File: config.mk
export PLATFORM = sky130hd
export DESIGN_NAME = rc_command_frame_decoder
export DESIGN_NICKNAME = d
export VERILOG_FILES = /design/src/sv/rcfd_pkg.sv /design/src/sv/rcfd_decode.sv /design/src/sv/rc_command_frame_decoder.sv
export SDC_FILE = /design/constraint.sdc
export NUM_CORES = 1
export LEC_CHECK = 0
export BUFFER_PORTS_ARGS = -buffer_cell sky130_fd_sc_hd__clkbuf_2
export CORE_MARGIN = 3
export CORE_UTILIZATION = 40
export CTS_CLUSTER_SIZE = 10
export DETAILED_ROUTE_END_ITERATION = 10
export GPL_ROUTABILITY_DRIVEN = 0
export GPL_TIMING_DRIVEN = 0
export SKIP_CTS_REPAIR_TIMING = 1
export SYNTH_ARGS = -nofsm -noshare
export SYNTH_HDL_FRONTEND = slang
export SYNTH_HIERARCHICAL = 1
export SYNTH_SLANG_ARGS = --single-unit
File: constraint.sdc
create_clock -name clock -period 5.2 [get_ports clock]
set_input_delay 0 -clock clock [delete_from_list [all_inputs] [get_ports clock]]
set_output_delay 0 -clock clock [all_outputs]
set_load 0.01 [all_outputs]
File: src/sv/rcfd_pkg.sv
package rcfd_pkg;

   localparam logic [7:0]         TRAILER_OK    = 8'h8B;
   localparam logic [13:0]        THR_MAX_SMALL = 14'd950;
   localparam logic [13:0]        THR_MAX_BIG   = 14'd10000;
   localparam logic signed [16:0] CENTER_SMALL  = 17'sd50;
   localparam logic signed [16:0] CENTER_BIG    = 17'sd200;

   // Airframe mode codes; the unused fourth code decodes like brushless.
   localparam logic [1:0] MODE_BRUSHED   = 2'd0;
   localparam logic [1:0] MODE_WING      = 2'd1;
   localparam logic [1:0] MODE_BRUSHLESS = 2'd2;
   localparam logic [1:0] MODE_SPARE     = 2'd3;

   // Configuration register indexes.
   localparam logic [1:0] REG_AIRFRAME_MODE = 2'd0;
   localparam logic [1:0] REG_LOSS_LIMIT    = 2'd1;
   localparam logic [1:0] REG_DEAD_BAND     = 2'd2;
   localparam logic [1:0] REG_DECAY_FLOOR   = 2'd3;

   localparam int CSR_WIDTH = 14;

   typedef struct packed {
      logic [1:0]  airframe_mode;
      logic [7:0]  loss_limit;
      logic [7:0]  dead_band;
      logic [13:0] decay_floor;
   } rcfd_config_type;

   // Packed with byte1 in the lowest bits, as on the input bus.
   typedef struct packed {
      logic [7:0] trailer_byte;
      logic [7:0] byte8;
      logic [7:0] byte7;
      logic [7:0] byte6;
      logic [7:0] byte5;
      logic [7:0] byte4;
      logic [7:0] byte3;
      logic [7:0] byte2;
      logic [7:0] byte1;
   } rcfd_frame_type;

   typedef struct packed {
      logic [7:0]         miss_count;
      logic               lost_flag;
      logic [13:0]        throttle;
      logic signed [16:0] pitch;
      logic signed [16:0] roll;
      logic signed [16:0] yaw;
      logic [7:0]         left_key;
      logic [7:0]         right_key;
   } rcfd_state_type;

   typedef struct packed {
      logic               frame_accepted;
      logic               link_lost;
      logic [7:0]         right_key;
      logic [7:0]         left_key;
      logic signed [16:0] yaw;
      logic signed [16:0] roll;
      logic signed [16:0] pitch;
      logic [13:0]        throttle;
   } rcfd_result_type;

endpackage

File: src/sv/rcfd_decode.sv
module rcfd_decode
   import rcfd_pkg::*;
(
   input  rcfd_config_type cfg,
   input  rcfd_state_type  state_cur,
   input  logic            frame_present,
   input  rcfd_frame_type  frame,
   output rcfd_state_type  state_nxt,
   output logic            frame_accepted
);

   logic               small_mode;
   logic               trailer_ok;
   logic [15:0]        thr_raw;
   logic [13:0]        thr_max;
   logic [13:0]        thr_clamped;
   logic [13:0]        thr_decoded;
   logic signed [16:0] small_a;
   logic signed [16:0] small_b;
   logic signed [16:0] small_c;
   logic signed [16:0] big_pitch;
   logic signed [16:0] big_roll;
   logic signed [16:0] big_yaw;
   logic signed [16:0] pitch_raw;
   logic signed [16:0] roll_raw;
   logic signed [16:0] yaw_raw;
   logic [7:0]         miss_next;

   function automatic logic signed [16:0] band_zero(input logic signed [16:0] v,
                                                    input logic [7:0] band);
      logic signed [16:0] b;
      b = $signed({9'd0, band});
      band_zero = (v >= -b && v <= b) ? 17'sd0 : v;
   endfunction

   assign small_mode = (cfg.airframe_mode == MODE_BRUSHED) ||
                       (cfg.airframe_mode == MODE_WING);
   assign trailer_ok = (frame.trailer_byte == TRAILER_OK);

   assign thr_raw     = {frame.byte2, frame.byte1};
   assign thr_max     = small_mode ? THR_MAX_SMALL : THR_MAX_BIG;
   assign thr_clamped = (thr_raw > {2'd0, thr_max}) ? thr_max : thr_raw[13:0];
   assign thr_decoded = (thr_clamped <= {6'd0, cfg.dead_band}) ? 14'd0 : thr_clamped;

   // Small modes read each axis as a signed byte.
   assign small_a = $signed({{9{frame.byte3[7]}}, frame.byte3}) - CENTER_SMALL;
   assign small_b = $signed({{9{frame.byte4[7]}}, frame.byte4}) - CENTER_SMALL;
   assign small_c = $signed({{9{frame.byte5[7]}}, frame.byte5}) - CENTER_SMALL;

   // Brushless mode reads 16-bit words; the negated result still fits 17 bits.
   assign big_pitch = CENTER_BIG - $signed({1'b0, frame.byte4, frame.byte3});
   assign big_roll  = CENTER_BIG - $signed({1'b0, frame.byte6, frame.byte5});
   assign big_yaw   = CENTER_BIG - $signed({1'b0, frame.byte8, frame.byte7});

   always_comb begin
      unique case (cfg.airframe_mode)
         MODE_BRUSHED: begin
            pitch_raw = -small_a;
            roll_raw  = -small_b;
            yaw_raw   = small_c;
         end
         MODE_WING: begin
            pitch_raw = -small_a;
            yaw_raw   = small_b;
            roll_raw  = -small_c;
         end
         default: begin
            pitch_raw = big_pitch;
            roll_raw  = big_roll;
            yaw_raw   = big_yaw;
         end
      endcase
   end

   assign miss_next = (state_cur.miss_count < cfg.loss_limit) ?
                      state_cur.miss_count + 8'd1 : state_cur.miss_count;

   always_comb begin
      state_nxt      = state_cur;
      frame_accepted = 1'b0;
      if (frame_present) begin
         if (trailer_ok) begin
            frame_accepted       = 1'b1;
            state_nxt.miss_count = 8'd0;
            state_nxt.lost_flag  = 1'b0;
            state_nxt.throttle   = thr_decoded;
            state_nxt.pitch      = band_zero(pitch_raw, cfg.dead_band);
            state_nxt.roll       = band_zero(roll_raw, cfg.dead_band);
            state_nxt.yaw        = band_zero(yaw_raw, cfg.dead_band);
            state_nxt.left_key   = small_mode ? frame.byte6 : 8'd0;
            state_nxt.right_key  = small_mode ? frame.byte7 : 8'd0;
         end
      end else begin
         state_nxt.miss_count = miss_next;
         // Below the limit the link stays normal; at or past it the link is lost.
         state_nxt.lost_flag  = (miss_next >= cfg.loss_limit);
         if (miss_next >= cfg.loss_limit && state_cur.throttle > cfg.decay_floor) begin
            state_nxt.throttle = state_cur.throttle - 14'd1;
         end
      end
   end

endmodule

File: src/sv/rc_command_frame_decoder.sv
// Channel   Direction  Ports                         Contents
// req       in         req_tvalid/tready/tdata/tuser one radio poll
// rsp       out        rsp_tvalid/tready/tdata/tuser decoded commands and link status
// csr       in         csr_we/csr_index/csr_wdata    four configuration registers
//
// Each poll is decoded in the cycle it is accepted and its result is registered
// in the output register, or in the skid register while rsp stalls; one item per
// cycle is sustained while rsp_tready is high. The skid register lets req accept
// one more poll after rsp stalls; req_tready drops only when both are full.
// Synchronous active-high reset clears the link state and the commands to zero
// and loads the configuration defaults.
module rc_command_frame_decoder
   import rcfd_pkg::*;
(
   input  logic                 clock,
   input  logic                 reset,
   input  logic                 req_tvalid,
   output logic                 req_tready,
   // byte1, byte2, byte3, byte4, byte5, byte6, byte7, byte8, trailer_byte
   input  logic [71:0]          req_tdata,
   // frame_present
   input  logic                 req_tuser,
   output logic                 rsp_tvalid,
   input  logic                 rsp_tready,
   // throttle_out[13:0], pitch_out[30:14], roll_out[47:31], yaw_out[64:48],
   // left_key[72:65], right_key[80:73], zero fill
   output logic [87:0]          rsp_tdata,
   // link_lost, frame_accepted
   output logic [1:0]           rsp_tuser,
   input  logic                 csr_we,
   input  logic [1:0]           csr_index,
   input  logic [CSR_WIDTH-1:0] csr_wdata
);

   rcfd_config_type cfg_ff;
   rcfd_state_type  state_ff;
   rcfd_state_type  state_in;
   rcfd_result_type result_in;
   rcfd_result_type out_ff;
   rcfd_result_type skid_ff;
   logic            out_valid_ff;
   logic            skid_valid_ff;
   logic            accepted_in;
   logic            req_accept;
   logic            rsp_take;

   always_ff @(posedge clock) begin
      if (reset) begin
         cfg_ff.airframe_mode <= MODE_BRUSHED;
         cfg_ff.loss_limit    <= 8'd200;
         cfg_ff.dead_band     <= 8'd5;
         cfg_ff.decay_floor   <= 14'd10;
      end else if (csr_we) begin
         unique case (csr_index)
            REG_AIRFRAME_MODE: cfg_ff.airframe_mode <= csr_wdata[1:0];
            REG_LOSS_LIMIT:    cfg_ff.loss_limit    <= csr_wdata[7:0];
            REG_DEAD_BAND:     cfg_ff.dead_band     <= csr_wdata[7:0];
            REG_DECAY_FLOOR:   cfg_ff.decay_floor   <= csr_wdata[13:0];
            default: ;
         endcase
      end
   end

   rcfd_decode u_decode (
      .cfg            (cfg_ff),
      .state_cur      (state_ff),
      .frame_present  (req_tuser),
      .frame          (rcfd_frame_type'(req_tdata)),
      .state_nxt      (state_in),
      .frame_accepted (accepted_in)
   );

   assign req_tready = !skid_valid_ff;
   assign req_accept = req_tvalid && req_tready;
   assign rsp_take   = out_valid_ff && rsp_tready;

   always_ff @(posedge clock) begin
      if (reset) begin
         state_ff <= '0;
      end else if (req_accept) begin
         state_ff <= state_in;
      end
   end

   always_comb begin
      result_in.frame_accepted = accepted_in;
      result_in.link_lost      = state_in.lost_flag;
      result_in.right_key      = state_in.right_key;
      result_in.left_key       = state_in.left_key;
      result_in.yaw            = state_in.yaw;
      result_in.roll           = state_in.roll;
      result_in.pitch          = state_in.pitch;
      result_in.throttle       = state_in.throttle;
   end

   always_ff @(posedge clock) begin
      if (reset) begin
         out_valid_ff  <= 1'b0;
         skid_valid_ff <= 1'b0;
      end else if (!out_valid_ff || rsp_take) begin
         if (skid_valid_ff) begin
            out_valid_ff  <= 1'b1;
            skid_valid_ff <= 1'b0;
         end else begin
            out_valid_ff  <= req_accept;
         end
      end else if (req_accept) begin
         skid_valid_ff <= 1'b1;
      end
   end

   always_ff @(posedge clock) begin
      if (!out_valid_ff || rsp_take) begin
         if (skid_valid_ff) begin
            out_ff <= skid_ff;
         end else if (req_accept) begin
            out_ff <= result_in;
         end
      end else if (req_accept) begin
         skid_ff <= result_in;
      end
   end

   assign rsp_tvalid = out_valid_ff;
   assign rsp_tdata  = {7'd0, out_ff.right_key, out_ff.left_key, out_ff.yaw,
                        out_ff.roll, out_ff.pitch, out_ff.throttle};
   assign rsp_tuser  = {out_ff.frame_accepted, out_ff.link_lost};

   a_accept_gives_result: assert property (@(posedge clock) disable iff (reset)
      req_accept |=> rsp_tvalid)
      else $error("accepted item did not produce a result");

   a_skid_behind_out: assert property (@(posedge clock) disable iff (reset)
      skid_valid_ff |-> out_valid_ff)
      else $error("skid register holds an item while output register is empty");

   a_accept_clears_lost: assert property (@(posedge clock) disable iff (reset)
      (rsp_tvalid && rsp_tuser[1]) |-> !rsp_tuser[0])
      else $error("accepted frame reported with link lost");

   a_throttle_range: assert property (@(posedge clock) disable iff (reset)
      state_ff.throttle <= THR_MAX_BIG)
      else $error("throttle state above clamp");

endmodule
# After elaboration in Yosys (flattened, before gate mapping)

Index checks and enable logic that the tools add are counted.
Widths: inputs -> output; s select.

Add/sub/neg operators: 12
Bitwise operators: 1
Magnitude comparators: 11
Multipliers: 0
Shift operators: 0
Reduce and logical (&&, ||, !) cells: 22
Muxes and demuxes: 21
Equality and inequality tests: 6
Div/mod/pow operators: 0

Operators with widths:

| cell                  | number |
|---|---|
| $mux 83               | 2 |
| $mux 90               | 1 |
| $mux 17               | 4 |
| $pmux 17 s2           | 2 |
| $mux 67               | 1 |
| $mux 14               | 4 |
| $ge 17x17->1          | 3 |
| $le 17x9->1           | 3 |
| $neg 17->17           | 3 |
| $sub 8x16->17 const A | 3 |
| $sub 8x7->9 const B   | 3 |
| $mux 8                | 3 |
| $mux 23               | 1 |
| $neg 8->17            | 1 |
| $gt 16x14->1          | 1 |
| $gt 14x14->1          | 1 |
| $le 14x8->1           | 1 |
| $reduce_and 2->1      | 7 |
| $sub 14x1->14 const B | 1 |
| $add 8x1->8 const B   | 1 |
| $eq 8x8->1 const B    | 1 |
| $ge 8x8->1            | 1 |
| $lt 8x8->1            | 1 |
| $logic_and 1x1->1     | 6 |
| 10 further kinds      | 18 |

Bits in latches: 0
Memory bits (writable): 0
Memories: 0
Word-level logic and storage cells: 103
Input port bits: 94
Register bits: 290
Output and inout bits: 92
Bits in read-only memories: 0

# Depth between registers and ports, before layout

Depth in word-level cells: 11
Gate-level depth with buffers: 23
Depth with buffers taken out: 21

# By module

Netlist, hierarchy kept.

By module, submodules not included:

| module                   | cells each | seq. area each (um^2) | instances | area an instance (um^2) |
|---|---|---|---|---|
| rc_command_frame_decoder | 798        | 7,467.2               | 1         | 10,750.3 |
| rcfd_decode              | 1,130      | 0.0                   | 1         | 7,629.8 |

# Least setup slack after synthesis

OpenSTA, ideal clock, no wires.

Path type: flip-flop to flip-flop
Start point: reg skid_valid_ff
End point: reg out_ff (netlist bit rsp_tdata[0]), enable pin
Setup slack: 0.336 ns
Setup time: 0.535 ns
Path buffers: 2
Period minus slack after synthesis: 4.864 ns
Arrival: 4.329 ns
Cell stages (with the launch flop): 5
Required time: 4.665 ns
Path through: dfxtp_1 > buf_4 > buf_6 > nor2_1 > nor2b_1

Word-level cells in the longest chain between the ends: 4

Ends and longest elaborated chain:

| item                          | line                            | source |
|---|---|---|
| start, declared               | rc_command_frame_decoder.sv:42  | `logic skid_valid_ff;` |
| start signal, assigned        | rc_command_frame_decoder.sv:99  | `skid_valid_ff <= 1'b0;` |
| start signal, assigned        | rc_command_frame_decoder.sv:103 | `skid_valid_ff <= 1'b0;` |
| start signal, assigned        | rc_command_frame_decoder.sv:108 | `skid_valid_ff <= 1'b1;` |
| $logic_not 1->1               | rc_command_frame_decoder.sv:73  | `assign req_tready = !skid_valid_ff;` |
| $logic_and 1x1->1             | rc_command_frame_decoder.sv:74  | `assign req_accept = req_tvalid && req_tready;` |
| $reduce_bool 2->1 (no line) * | n/a                             |  |
| $reduce_and 2->1 (no line) *  | n/a                             |  |
| end signal, assigned          | rc_command_frame_decoder.sv:115 | `out_ff <= skid_ff;` |
| end signal, assigned          | rc_command_frame_decoder.sv:117 | `out_ff <= result_in;` |
| end, declared                 | rc_command_frame_decoder.sv:39  | `rcfd_result_type out_ff;` |

Every way passes the cells marked *; elsewhere a longest branch is shown, timed or not.
A chain may end at the register's enable or synchronous reset.

==> results.toml <==
[run_status]
run_status = "finished, violations left"
violations = "negative hold slack"

[synthesis]
syn-instance-count = 1928
synth.yosys.seq_area_share = 0.406
ys_seq_elements = 290
syn_avg_cell_area_um2 = 9.53
postSynth.asyncResetShare = 0
synth_common_cells = "nand2_1, edfxtp_1, ha_1"
synthFlopType = "edfxtp_1"
synth.top_cells.by_area = "edfxtp_1, dfxtp_1, ha_1, nand2_1, mux2_2"
yosys_warnings = 6
synth_area_leader_cell = "edfxtp_1"
yosys.cell_count.top_type = "nand2_1"
synth_top_area_share = 0.271
synthesis.area_um2 = 18400
synth_edf_count = 166
post_synth_num_cell_types = 85

[cts]
max-clock-path-buffers = 3
worst_skew_pair.late_latency_ns = 0.56
cts-buffers-inserted = 36
numClockSinks = 290
cts.root.buffer_cell = "clkbuf_16"
cts.reportedPaths.clkPinSlew_ns = 0.06
clock_tree_from_tritoncts = "yes"
htree_levels = 2

[timing]
slew_viols_final = 0
tightest_slew_ns = 1.27
post-route-period-util = 0.969
finalHoldViolations = 5
setup_violations = 0
timing.hold.ws_ns = -0.0154
finalSetupTns_ns = 0
worst_max_slew_margin_expressed_relative_to_the_limit = 0.145
period_needed_ns = 5.04
clock.fmax_mhz = 199
clock_skew_ns = 0.0242

[floorplanning]
floorplan.die.width_um = 220
die_h_um = 220
placeableCoreArea_um2 = 44800
die_area_um2 = 48600
ioPinCount = 186
initial_utilization = 0.410
rows = 77

[global_routing]
global_route_wire_length_before_repair_um = 90000
maximum_number_of_pins_on_one_net_before_global_route_repair = 35
groute.usage.overall = 0.240
grt_overflow_total = 0
grt_antenna_before_repair = 0
grt_pass1_vias = 15447

[route]
firstDrtPassIters = 6
post-route-drc-count = 0
route.detailed.wl_per_inst_um = 21.5
viasPerCell = 5.80
first_iter_violations = 1533
route.vias.total = 16153
routed_wirelength_um = 59800
ant_nets = 0

[min_path]
hold_path.class = "in2reg"

[final_layout]
area_growth_pct = 16.8
antenna_cells_inserted = 0
fin_nets = 2394
seqCellArea_um2 = 7470
final_cell_count_no_fill = 2783
layout-drive-gt1-share = 0.206
multiInputGateArea_um2 = 9910
filler_cell_count = 4219

[critical_path]
crit_type = "reg2reg"
crit_arrival_ns = 5.33
timing.critical_path.required_ns = 5.50
worst-path-max-fanout = 10
cp-end-kind = "flip-flop"
critical_path.startpoint_type = "flip-flop"

[place]
place_inst = 2693
portBuffers = 163
hpwlAfterDp_um = 45500

[power_and_ir_drop]
max_ir_drop_vdd_mv = 0.231
leakage_component_of_the_power_nw = 8.49
clock_power_share = 0.405
p_seq_frac = 0.435
power_report.internal_total_mw = 4.18
share_comb_of_total_power = 0.160
switching_share = 0.277
power_density_nw_per_um2 = 269
power.net_switching_mw = 1.60

[run]
max_cap_violations = 0
-- cells in the final DEF, fill, tap and decap left out, drive strengths merged, types with 15 or more instances in the layout --
cell type	synthesis	final
edfxtp	166	166
a22o	16	16
nand2b	17	17
mux2i	25	25
dlygate4sd3	0	22
nor4	18	18
a21o	22	22
a21oi	172	172
nand2	337	337
ha	136	136
dfxtp	124	124
nor3	28	28
buf	64	72
clkbuf	58	280
inv	85	87
nor2b	15	15
nor2	87	87
a211oi	17	17
xor2	23	23
mux2	87	87
o211ai	20	20
nand3	30	30
or3	15	15
xnor2	50	50
o21ai	79	79
and3	19	19
nand4	20	20
-- final cells by class --
| type | instances | share of cell area |
|---|---|---|
| multi-input combinational | 1436 | 0.462 |
| sequential | 290 | 0.348 |
| timing repair buffer | 193 | 0.0540 |
| clock buffer | 60 | 0.0481 |
| buffer | 121 | 0.0360 |
| tap | 592 | 0.0345 |
| inverter | 86 | 0.0152 |
| clock inverter | 5 | 0.00256 |
-- routing by layer --
metal / routed length, µm / up-vias / track usage
met5: 0 / - / 0
met4: 2250 / 0 / 0.0947
met3: 4450 / 135 / 0.0379
met2: 28000 / 737 / 0.399
met1: 25100 / 7776 / 0.316
li1: - / 7505 / -
-- registers in the layout, indices dropped and copies added (netlist names) --
| signal | cells |
|---|---|
| state_ff | 90 |
| skid_ff | 83 |
| rsp_tdata | 81 |
| rsp_tuser | 2 |
| cfg_ff | 32 |
| skid_valid_ff | 1 |
| rsp_tvalid | 1 |
-- metrics by stage --
step	power [mW]	util	hold slack (ns)	setup slack [ns]	area (µm²)
finish	5.78	0.479	-0.0154	0.164	21500
global route	6.02	0.479	0.0109	-0.0418	21500
CTS	5.81	0.472	-0.336	-1.15	21100
detailed placement	3.44	0.448	0.239	-1.12	20100
global placement	3.42	0.446	0.234	-2.31	20000
floorplan	3.11	-	0.127	0.336	18400
-- cells by family after synthesis --
group	share of synthesized area
AND/OR/NAND/NOR	0.160
AO/OA/AOI/OAI	0.180
flip-flops	0.406
buffers and inverters	0.0592
adder cells (fa/ha/maj)	0.0926
multiplexers	0.0669
XOR/XNOR	0.0348
other	0.000204
-- worst max-delay path, stage by stage, from the launching register on --
cell      delay, ns
dfxtp_2        0.44
buf_2          0.31
clkbuf_2       0.35
clkbuf_1       0.30
ha_1           0.30
and4_1         0.18
a41o_1         0.27
a32oi_4        0.30
buf_12         0.15
clkbuf_2       0.23
nor2_1         0.09
ha_1           0.30
a21o_1         0.18
a21oi_1        0.16
o221ai_1       0.13
a21oi_1        0.15
o21bai_1       0.17
nand3_1        0.21
o221ai_1       0.23
mux2_2         0.33
-- final timing paths --
kind                  endpoint  cells past startpoint         start  slack (ns)
setup / recovery  rsp_tdata[6]                     19    cfg_ff[31]        0.16
hold / removal       cfg_ff[9]                      4        csr_we       -0.02
setup reg to reg  rsp_tdata[6]                     19    cfg_ff[31]        0.16
hold reg to reg   state_ff[15]                      2  state_ff[15]        0.46
-- power groups by stage --
| stage | Sequential, mW | Combinational [mW] | Clock [mW] |
|---|---|---|---|
| global route | 2.52 | 1.00 | 2.50 |
| floorplan | 2.58 | 0.531 | 0 |
| finish | 2.52 | 0.922 | 2.34 |
| detailed placement | 2.56 | 0.876 | 0 |
| global placement | 2.58 | 0.847 | 0 |
| CTS | 2.52 | 0.882 | 2.41 |
Note: power is estimated with default switching activity, not from simulation.
